`src/rtl/encoder_and_button_input_unit_macros.svh`:
```
// Assertion macros for the encoder and button input unit top level.
`ifndef ENCODER_AND_BUTTON_INPUT_UNIT_MACROS_SVH
`define ENCODER_AND_BUTTON_INPUT_UNIT_MACROS_SVH

// Same-cycle implication, sampled on clock, off during reset.
`define EBIU_ASSERT_NOW(label, ante, cons) \
   label: assert property (@(posedge clock) disable iff (reset) (ante) |-> (cons)) \
      else $error("ebiu assertion failed: same-cycle check");

// Next-cycle implication, sampled on clock, off during reset.
`define EBIU_ASSERT_NEXT(label, ante, cons) \
   label: assert property (@(posedge clock) disable iff (reset) (ante) |=> (cons)) \
      else $error("ebiu assertion failed: next-cycle check");

`endif

```
`src/rtl/ebiu_pkg.sv`:
```
// Package: payload types, codes and tables of the encoder and button input unit.
`timescale 1ns / 1ps

package ebiu_pkg;

   localparam int CSR_ADDR_W = 4;

   localparam logic [1:0] CSR_BUTTON_DIVIDER = 2'd0;
   localparam logic [1:0] CSR_RPT_DELAY      = 2'd1;
   localparam logic [1:0] CSR_RPT_INTERVAL   = 2'd2;

   localparam logic [7:0] BUTTON_DIVIDER_RST = 8'd100;
   localparam logic [7:0] RPT_DELAY_RST      = 8'd100;
   localparam logic [7:0] RPT_INTERVAL_RST   = 8'd20;

   localparam logic [2:0] FUNC_TICK       = 3'd0;
   localparam logic [2:0] FUNC_READ_CLEAR = 3'd1;
   localparam logic [2:0] FUNC_TAKE_PRESS = 3'd2;
   localparam logic [2:0] FUNC_TAKE_SHORT = 3'd3;
   localparam logic [2:0] FUNC_TAKE_LONG  = 3'd4;

   typedef struct packed {
      logic [2:0] func;
      logic       phase_a;
      logic       phase_b;
      logic       key_pin;
   } req_type;

   typedef struct packed {
      logic signed [7:0] count_value;
      logic              taken;
      logic              key_down;
      logic              press_pending;
      logic              repeat_pending;
   } rsp_type;

   // Debounce and repeat state of the key.
   typedef struct packed {
      logic       down;
      logic       vert_low;
      logic       vert_high;
      logic       press;
      logic       rpt_latch;
      logic [7:0] timer;
   } key_state_type;

   // Quadrature transition table, indexed by {old A, old B, new A, new B}.
   function automatic logic [7:0] step_delta(input logic [3:0] hist);
      logic [7:0] d;
      case (hist)
         4'd2, 4'd13: d = 8'hFF;
         4'd7, 4'd8:  d = 8'h01;
         default:     d = 8'h00;
      endcase
      return d;
   endfunction

endpackage

```
`src/rtl/ebiu_debounce.sv`:
```
// Key debounce step: two-bit vertical counter, press latch and repeat timer.
`timescale 1ns / 1ps

module ebiu_debounce (
   input  ebiu_pkg::key_state_type key_cur,
   input  logic                    key_pin,
   input  logic [7:0]              rpt_delay,
   input  logic [7:0]              rpt_interval,
   output ebiu_pkg::key_state_type key_nxt
);

   logic       chg;
   logic       vl;
   logic       vh;
   logic       flip;
   logic       down;
   logic [7:0] tmr_base;
   logic [7:0] tmr_dec;

   always_comb begin
      // pin is active low: change when debounced state differs from pressed level
      chg  = key_cur.down ^ ~key_pin;
      vl   = ~(key_cur.vert_low & chg);
      vh   = vl ^ (key_cur.vert_high & chg);
      flip = chg & vl & vh;
      down = key_cur.down ^ flip;

      tmr_base = down ? key_cur.timer : rpt_delay;
      tmr_dec  = tmr_base - 8'd1;

      key_nxt.down      = down;
      key_nxt.vert_low  = vl;
      key_nxt.vert_high = vh;
      key_nxt.press     = key_cur.press | (down & flip);
      if (tmr_dec == 8'd0) begin
         key_nxt.timer     = rpt_interval;
         key_nxt.rpt_latch = key_cur.rpt_latch | down;
      end else begin
         key_nxt.timer     = tmr_dec;
         key_nxt.rpt_latch = key_cur.rpt_latch;
      end
   end

endmodule

```
`src/rtl/encoder_and_button_input_unit.sv`:
```
// Top level: quadrature decoder and debounced key with APB-style register port.
// An accepted request is held in the input register and its result is written
// to the result register when the output is free; one item per cycle sustained
// while the receiver does not stall, with a combinational state update between.
// Reset (synchronous, active high): all state cleared, registers at defaults,
// both channels empty.
`timescale 1ns / 1ps

module encoder_and_button_input_unit (
   input  logic                                clock,
   input  logic                                reset,
   input  logic                                req_valid,
   output logic                                req_ready,
   input  ebiu_pkg::req_type                   req_data,
   output logic                                rsp_valid,
   input  logic                                rsp_ready,
   output ebiu_pkg::rsp_type                   rsp_data,
   input  logic                                csr_psel,
   input  logic                                csr_penable,
   input  logic                                csr_pwrite,
   input  logic [ebiu_pkg::CSR_ADDR_W-1:0]     csr_paddr,
   input  logic [31:0]                         csr_pwdata,
   output logic [31:0]                         csr_prdata,
   output logic                                csr_pready
);

   `include "encoder_and_button_input_unit_macros.svh"

   logic [7:0]              button_divider_ff;
   logic [7:0]              rpt_delay_ff;
   logic [7:0]              rpt_interval_ff;

   logic                    pipe_valid_ff;
   ebiu_pkg::req_type       pipe_data_ff;
   logic                    rsp_valid_ff;
   ebiu_pkg::rsp_type       rsp_data_ff;
   ebiu_pkg::rsp_type       rsp_data_in;

   logic [3:0]              hist_ff;
   logic [3:0]              hist_in;
   logic [7:0]              count_ff;
   logic [7:0]              count_in;
   logic [7:0]              div_ff;
   logic [7:0]              div_in;
   ebiu_pkg::key_state_type key_ff;
   ebiu_pkg::key_state_type key_in;
   ebiu_pkg::key_state_type key_step;

   logic                    advance;
   logic                    csr_wr;
   logic [7:0]              div_inc;
   logic                    taken;
   logic [7:0]              shown;
   logic                    adv_tick;
   logic                    adv_read;
   logic                    adv_take;

   assign advance    = pipe_valid_ff && (!rsp_valid_ff || rsp_ready);
   assign req_ready  = !pipe_valid_ff || advance;
   assign rsp_valid  = rsp_valid_ff;
   assign rsp_data   = rsp_data_ff;
   assign csr_pready = 1'b1;
   assign csr_wr     = csr_psel && csr_penable && csr_pwrite;

   assign adv_tick = advance && (pipe_data_ff.func == ebiu_pkg::FUNC_TICK);
   assign adv_read = advance && (pipe_data_ff.func == ebiu_pkg::FUNC_READ_CLEAR);
   assign adv_take = advance && (pipe_data_ff.func == ebiu_pkg::FUNC_TAKE_PRESS ||
                                 pipe_data_ff.func == ebiu_pkg::FUNC_TAKE_SHORT ||
                                 pipe_data_ff.func == ebiu_pkg::FUNC_TAKE_LONG);

   // Register file
   always_ff @(posedge clock) begin
      if (reset) begin
         button_divider_ff <= ebiu_pkg::BUTTON_DIVIDER_RST;
         rpt_delay_ff      <= ebiu_pkg::RPT_DELAY_RST;
         rpt_interval_ff   <= ebiu_pkg::RPT_INTERVAL_RST;
      end else if (csr_wr) begin
         unique case (csr_paddr[3:2])
            ebiu_pkg::CSR_BUTTON_DIVIDER: button_divider_ff <= csr_pwdata[7:0];
            ebiu_pkg::CSR_RPT_DELAY:      rpt_delay_ff      <= csr_pwdata[7:0];
            ebiu_pkg::CSR_RPT_INTERVAL:   rpt_interval_ff   <= csr_pwdata[7:0];
            default: ;
         endcase
      end
   end

   always_comb begin
      unique case (csr_paddr[3:2])
         ebiu_pkg::CSR_BUTTON_DIVIDER: csr_prdata = {24'd0, button_divider_ff};
         ebiu_pkg::CSR_RPT_DELAY:      csr_prdata = {24'd0, rpt_delay_ff};
         ebiu_pkg::CSR_RPT_INTERVAL:   csr_prdata = {24'd0, rpt_interval_ff};
         default:                      csr_prdata = 32'd0;
      endcase
   end

   ebiu_debounce u_debounce (
      .key_cur      (key_ff),
      .key_pin      (pipe_data_ff.key_pin),
      .rpt_delay    (rpt_delay_ff),
      .rpt_interval (rpt_interval_ff),
      .key_nxt      (key_step)
   );

   // State update for the item held in the input register
   always_comb begin
      hist_in  = hist_ff;
      count_in = count_ff;
      div_in   = div_ff;
      key_in   = key_ff;
      taken    = 1'b0;
      div_inc  = div_ff + 8'd1;
      shown    = count_ff;

      case (pipe_data_ff.func)
         ebiu_pkg::FUNC_TICK: begin
            if (div_ff == 8'd0) begin
               key_in = key_step;
            end
            // divider of zero acts as one; a lowered divider snaps back to zero
            div_in   = (div_inc >= button_divider_ff) ? 8'd0 : div_inc;
            hist_in  = {hist_ff[1:0], pipe_data_ff.phase_a, pipe_data_ff.phase_b};
            count_in = count_ff + ebiu_pkg::step_delta(hist_in);
            shown    = count_in;
         end
         ebiu_pkg::FUNC_READ_CLEAR: begin
            count_in = 8'd0;
         end
         ebiu_pkg::FUNC_TAKE_PRESS: begin
            taken        = key_ff.press;
            key_in.press = 1'b0;
         end
         ebiu_pkg::FUNC_TAKE_SHORT: begin
            taken        = key_ff.press & ~key_ff.down;
            key_in.press = key_ff.press ^ taken;
         end
         ebiu_pkg::FUNC_TAKE_LONG: begin
            taken            = key_ff.press & key_ff.rpt_latch;
            key_in.rpt_latch = 1'b0;
            key_in.press     = key_ff.press ^ taken;
         end
         default: ;
      endcase

      rsp_data_in.count_value    = shown;
      rsp_data_in.taken          = taken;
      rsp_data_in.key_down       = key_in.down;
      rsp_data_in.press_pending  = key_in.press;
      rsp_data_in.repeat_pending = key_in.rpt_latch;
   end

   always_ff @(posedge clock) begin
      if (reset) begin
         pipe_valid_ff <= 1'b0;
         rsp_valid_ff  <= 1'b0;
         hist_ff       <= 4'd0;
         count_ff      <= 8'd0;
         div_ff        <= 8'd0;
         key_ff        <= '0;
      end else begin
         if (req_ready) begin
            pipe_valid_ff <= req_valid;
         end
         if (advance) begin
            rsp_valid_ff <= 1'b1;
            hist_ff      <= hist_in;
            count_ff     <= count_in;
            div_ff       <= div_in;
            key_ff       <= key_in;
         end else if (rsp_ready) begin
            rsp_valid_ff <= 1'b0;
         end
      end
   end

   always_ff @(posedge clock) begin
      if (req_valid && req_ready) begin
         pipe_data_ff <= req_data;
      end
      if (advance) begin
         rsp_data_ff <= rsp_data_in;
      end
   end

   `EBIU_ASSERT_NEXT(a_read_clears, adv_read, count_ff == 8'd0)
   `EBIU_ASSERT_NEXT(a_tick_shows_count, adv_tick, rsp_data_ff.count_value == count_ff)
   `EBIU_ASSERT_NEXT(a_taken_only_take, advance && !adv_take, !rsp_data_ff.taken)
   `EBIU_ASSERT_NOW(a_press_from_tick, $rose(key_ff.press), $past(adv_tick))

endmodule

```
`config.mk`:
```
export PLATFORM = sky130hd
export DESIGN_NAME = encoder_and_button_input_unit
export DESIGN_NICKNAME = d
export VERILOG_FILES = /design/src/rtl/ebiu_pkg.sv /design/src/rtl/ebiu_debounce.sv /design/src/rtl/encoder_and_button_input_unit.sv
export VERILOG_INCLUDE_DIRS = /design/src /design/src/rtl
export SDC_FILE = /design/constraint.sdc
export NUM_CORES = 1
export LEC_CHECK = 0
export BUFFER_PORTS_ARGS = -buffer_cell sky130_fd_sc_hd__buf_2
export CAP_MARGIN = 5
export CORE_ASPECT_RATIO = 1.5
export CORE_UTILIZATION = 50
export CTS_CLUSTER_DIAMETER = 150
export CTS_CLUSTER_SIZE = 28
export DETAILED_ROUTE_END_ITERATION = 8
export PLACE_DENSITY = 0.76
export SLEW_MARGIN = 25
export SYNTH_ARGS = -nofsm -noshare
export SYNTH_HDL_FRONTEND = slang
export SYNTH_SLANG_ARGS = --single-unit
```
`constraint.sdc`:
```
create_clock -name clock -period 7.8 [get_ports clock]
set_input_delay 1.56 -clock clock [delete_from_list [all_inputs] [get_ports clock]]
set_output_delay 1.56 -clock clock [all_outputs]
set_load 0.02 [all_outputs]
```
After elaboration in Yosys (flattened, before gate mapping)

Cells that the tools add are included.

Latch bits: 0
Register bits: 75
Memories kept: 0
Output and inout bits: 47
Memory bits (writable): 0
Memory bits (read-only): 0

Multiply operators: 0
Equal/unequal tests: 10
Divide/modulo/power cells: 0
Add/sub/neg operators: 3
Magnitude comparators: 1
Bitwise logic cells: 17
Muxes and demuxes: 15
Shifts and indexed selects: 0
Reduce and logical (&&, ||, !) cells: 22

Operators by type and width:

| operator                                                               | count |
|---|---|
| 8-bit two-way mux                                                      | 4 |
| 8-bit case mux with 2 select lines                                     | 2 |
| 8-bit case mux with 3 select lines                                     | 1 |
| 8-bit logical NOT                                                      | 2 |
| 13-bit two-way mux                                                     | 1 |
| 2-bit AND reduction                                                    | 5 |
| 9-bit two-way mux                                                      | 1 |
| 8-bit by 1-bit adder with 8-bit output (second input constant)         | 1 |
| 8-bit adder                                                            | 1 |
| 4-bit equality test (second input constant)                            | 2 |
| 8-bit greater-or-equal comparator                                      | 1 |
| 8-bit by 1-bit subtractor with 8-bit output (second input constant)    | 1 |
| 1-bit AND                                                              | 7 |
| 3-bit by 2-bit equality test with 1-bit output (second input constant) | 2 |
| 1-bit bitwise XOR                                                      | 5 |
| 4-bit by 2-bit equality test with 1-bit output (second input constant) | 1 |
| 4-bit by 3-bit equality test with 1-bit output (second input constant) | 1 |
| 1-bit logical AND                                                      | 4 |
| 1-bit case mux with 4 select lines                                     | 1 |
| 2-bit nonzero test                                                     | 2 |
| 2-bit OR reduction                                                     | 2 |
| 3-bit by 1-bit equality test with 1-bit output (second input constant) | 1 |
| 3-bit equality test (second input constant)                            | 1 |
| 3-bit logical NOT                                                      | 1 |
| 12 further kinds                                                       | 18 |

Depth between registers and ports, before layout

Depth after elaboration: 13
Gate-level depth with buffers: 14

Modules after synthesis

From an unflattened synthesis, not the netlist that was laid out.

Cells, all modules: 520
Area total of the unflattened synthesis: 4470.5 um2

Modules (own cells, without submodules):

| module                        | cells an instance | area an instance (um2) | times used |
|---|---|---|---|
| encoder_and_button_input_unit | 458               | 3971.3                 | 1 |
| ebiu_debounce                 | 62                | 499.2                  | 1 |

Worst setup path before layout

Ideal clock, no wire load.

Path kind: in2out
From: input csr_paddr[2] (netlist bit)
To: output csr_prdata[2]
Slack: 3.372 ns
Data required time: 6.240 ns
Cell stages on the path: 4
Arrival time: 2.868 ns
Cell sequence: clkbuf_1 > clkbuf_1 > mux2i_1 > o21ai_0

Longest elaborated chain between the ends: 2

Ends and longest elaborated chain:

| what                                        | RTL line                            | text |
|---|---|---|
| from (decl)                                 | encoder_and_button_input_unit.sv:21 | `input logic [ebiu_pkg::CSR_ADDR_W-1:0] csr_paddr,` |
| 2-bit equality test (tied with other cells) | encoder_and_button_input_unit.sv:88 | `unique case (csr_paddr[3:2])` |
| 8-bit case mux with 3 select lines (*)      | encoder_and_button_input_unit.sv:88 |  |
| to (decl)                                   | encoder_and_button_input_unit.sv:23 | `output logic [31:0] csr_prdata,` |

Mark *: on every way between the ends. The rest lies on a longest branch, timed or not.

Worst setup path in the final report

Ends and elaborated chain as after synthesis.

==> impl_metrics.tcl <==
set metrics [dict create \
    power_switching_mw 0.239 \
    via_per_inst 5.63 \
    end_kind "primary output" \
    clock_sinks 75 \
    die_w_microns 77.6 \
    drt_first_iter_violations 214 \
    design_area_sq_mm 0.00477 \
    timing.setup.tns_ns 0 \
    grt_max_degree 61 \
    p_int_mw 0.724 \
    pwr-share-seq 0.435 \
    synth.cell_area_sq_mm 0.00428 \
    antenna_found_initial 0 \
    path_clk_slew_ns 0.06 \
    cts.path.max_buffers 2 \
    clkPwrFrac 0.457 \
    cts_resized 0 \
    ys_types 58 \
    final.period_utilization 0.569 \
    synth_edf_count 18 \
    place.port_buffers 44 \
    wl_microns 9340 \
    avgSynthCellArea_sq_um 8.74 \
    comb_power_share 0.107 \
    route.detailed.drc 2 \
    routedWlPerCell_microns 14.7 \
    fmax_ghz 0.225 \
    dp_hpwl_microns 6440 \
    crit_required_ns 6.24 \
    fin_crit_ns 4.44 \
    row_count 41 \
    maxCapViolCount 0 \
    start_kind "primary input" \
    slew_viol_final 0 \
    synth-seq-cells 75 \
    h-tree-depth 3 \
    drt_first_pass_iters 7 \
    hold_path_depth 2 \
    diodes 0 \
    post_cts.repair.setup_buffers 0 \
    placed_area_sq_mm 0.00445 \
    cts_buffers 9 \
    die_area_sq_mm 0.00894 \
    start_util 0.512 \
    failed_checks "DRC" \
    synth_warnings 0 \
    drive_gt1_frac 0.125 \
    setup_viol 0 \
    startpoint "csr_paddr[2]" \
    swShare 0.248 \
    worst_pin_slew_ns 0.886 \
    arrival_ns 2.88 \
    final_cells 634 \
    reg2reg_from "pipe_data_ff[0]" \
    cts_tree "yes" \
    status "finished, violations left" \
    chipHeight_microns 115 \
    core_sq_mm 0.00836 \
    final_hold_viol_count 0 \
    worstPathMaxFanout 20 \
    crit_type "primary input to primary output" \
    gp_congestion 0.866 \
    grt_usage 0.221 \
    areaGrowthSynthToFinish_pct 11.5 \
    rsz0062_at_grt "false" \
    dpl.cell_count 618 \
    ctsHoldBuffers 0 \
    hold_slack_ns 0.479 \
    ys.flop_type "dfxtp_1" \
    hp-class "flop to flop" \
    p_leak_nw 1.96 \
    overflow 0 \
    syn_inst 490 \
    skew_ns 0.00675 \
    grt_pass1_vias 3335 \
    clk_latency_ns 0.33 \
    synth-seq-area-share 0.393 \
    hp-start "hist_ff[1]" \
    ir_drop_mv 0.238 \
    nets 592 \
    power_density_mw_per_mm2 202 \
    ant_nets 0 \
    grt_pass1_wl_microns 15500 \
    vias 3570 \
    async_reset_ff_frac 0 \
    io_pins 96 \
    max-slew-margin-rel 0.407 \
    reg2reg_depth 10 \
    cts_root_buf "clkbuf_16" \
]
## layout by cell type (no fill, tap or decap), types with 5 or more instances in the layout
cell type,count
edfxtp_1,18
o21ai_0,15
a22oi_1,8
xnor2_1,11
ha_1,20
a21oi_1,19
inv_1,17
nor3_1,12
buf_2,43
nand3_1,20
a21o_1,5
a211oi_1,9
nor2_1,54
a211o_1,5
nand3b_1,7
nand2b_1,5
dfxtp_1,57
mux2i_1,27
nand2_1,60
nor3b_1,5
a31oi_1,6
xor2_1,10
conb_1,25
clkbuf_16,9
nor2b_1,7
## sequential cells by signal, summed over array words and instances, names as in the netlist
name / cells
key_ff: 13
rsp_data: 12
button_divider_ff: 8
count_ff: 8
div_ff: 8
rpt_delay_ff: 8
rpt_interval_ff: 8
pipe_data_ff: 6
hist_ff: 2
pipe_valid_ff: 1
rsp_valid: 1
## critical path, cell delays in order
cell and delay (ns):
buf_2 0.25, nor2b_1 0.59, nand2_1 0.13, o21ai_0 0.14
buf_2 0.22
## area by class of cell
cell class / instances / area, sq um
Clock inverter: 7 / 92.6
Inverter: 17 / 63.8
Tap cell: 107 / 134
Clock buffer: 9 / 225
Sequential cell: 75 / 1680
Multi-Input combinational cell: 372 / 2330
Timing Repair Buffer: 47 / 245
Fill cell: 736 / 3590
## metrics by stage
stage	utilization	power, mW	setup slack, ns
final	0.571	0.963	3.36
after global placement	0.533	0.526	3.42
after floorplan	-	0.513	3.37
after global routing	0.571	0.995	3.33
after CTS	0.571	0.966	3.40
after detailed placement	0.533	0.529	3.40
## cells in the mapped netlist, drive strengths merged, types with 5 or more instances
| master | instances | share of area |
|---|---|---|
| nand2 | 60 | 0.053 |
| dfxtp | 57 | 0.27 |
| nor2 | 55 | 0.049 |
| buf | 31 | 0.052 |
| mux2i | 27 | 0.063 |
| ha | 20 | 0.058 |
| nand3 | 20 | 0.023 |
| a21oi | 19 | 0.022 |
| clkbuf | 18 | 0.016 |
| edfxtp | 18 | 0.13 |
| inv | 17 | 0.015 |
| o21ai | 16 | 0.019 |
| nor3 | 13 | 0.016 |
| xnor2 | 11 | 0.023 |
| xor2 | 10 | 0.020 |
| a211oi | 9 | 0.016 |
| a22oi | 8 | 0.014 |
| nand3b | 7 | 0.012 |
| nor2b | 7 | 0.010 |
| a31oi | 6 | 0.0088 |
| a211o | 5 | 0.010 |
| a21o | 5 | 0.0088 |
| nand2b | 5 | 0.0073 |
| nor3b | 5 | 0.0088 |
## logic make-up (layout without fill, tap and decap cells)
kind of cell             after synthesis  after routing  share of synthesized area
other                                  2             25                    0.00175
adder cells (fa/ha/maj)               21             21                     0.0631
AO/OA/AOI/OAI                         86             86                      0.136
flip-flops                            75             75                      0.393
multiplexers                          27             27                     0.0631
XOR/XNOR                              21             21                     0.0430
AND/OR/NAND/NOR                      192            192                      0.218
buffers and inverters                 66             80                     0.0830
## power groups by stage
stage	Clock, mW	Combinational (mW)	Sequential, mW
global placement	0	0.0996	0.427
global route	0.461	0.114	0.421
floorplan	0	0.0853	0.428
CTS	0.445	0.103	0.419
finish	0.440	0.103	0.419
detailed placement	0	0.102	0.427
## routing by layer
layer	global-route usage	vias to the layer above	share of wire
met5	0	-	0
li1	-	1745	-
met1	0.260	1691	0.42
met4	0.107	0	0.022
met3	0.0437	16	0.049
met2	0.385	118	0.51
## path summary, 6_finish.rpt
| path | end | slack (ns) |
|---|---|---|
| setup / recovery | csr_prdata[2] | 3.36 |
| hold / removal | hist_ff[1] | 0.48 |
| setup reg to reg | key_ff[1] | 4.05 |
| hold reg to reg | hist_ff[1] | 0.48 |
Power figures use the tool's default switching activity.
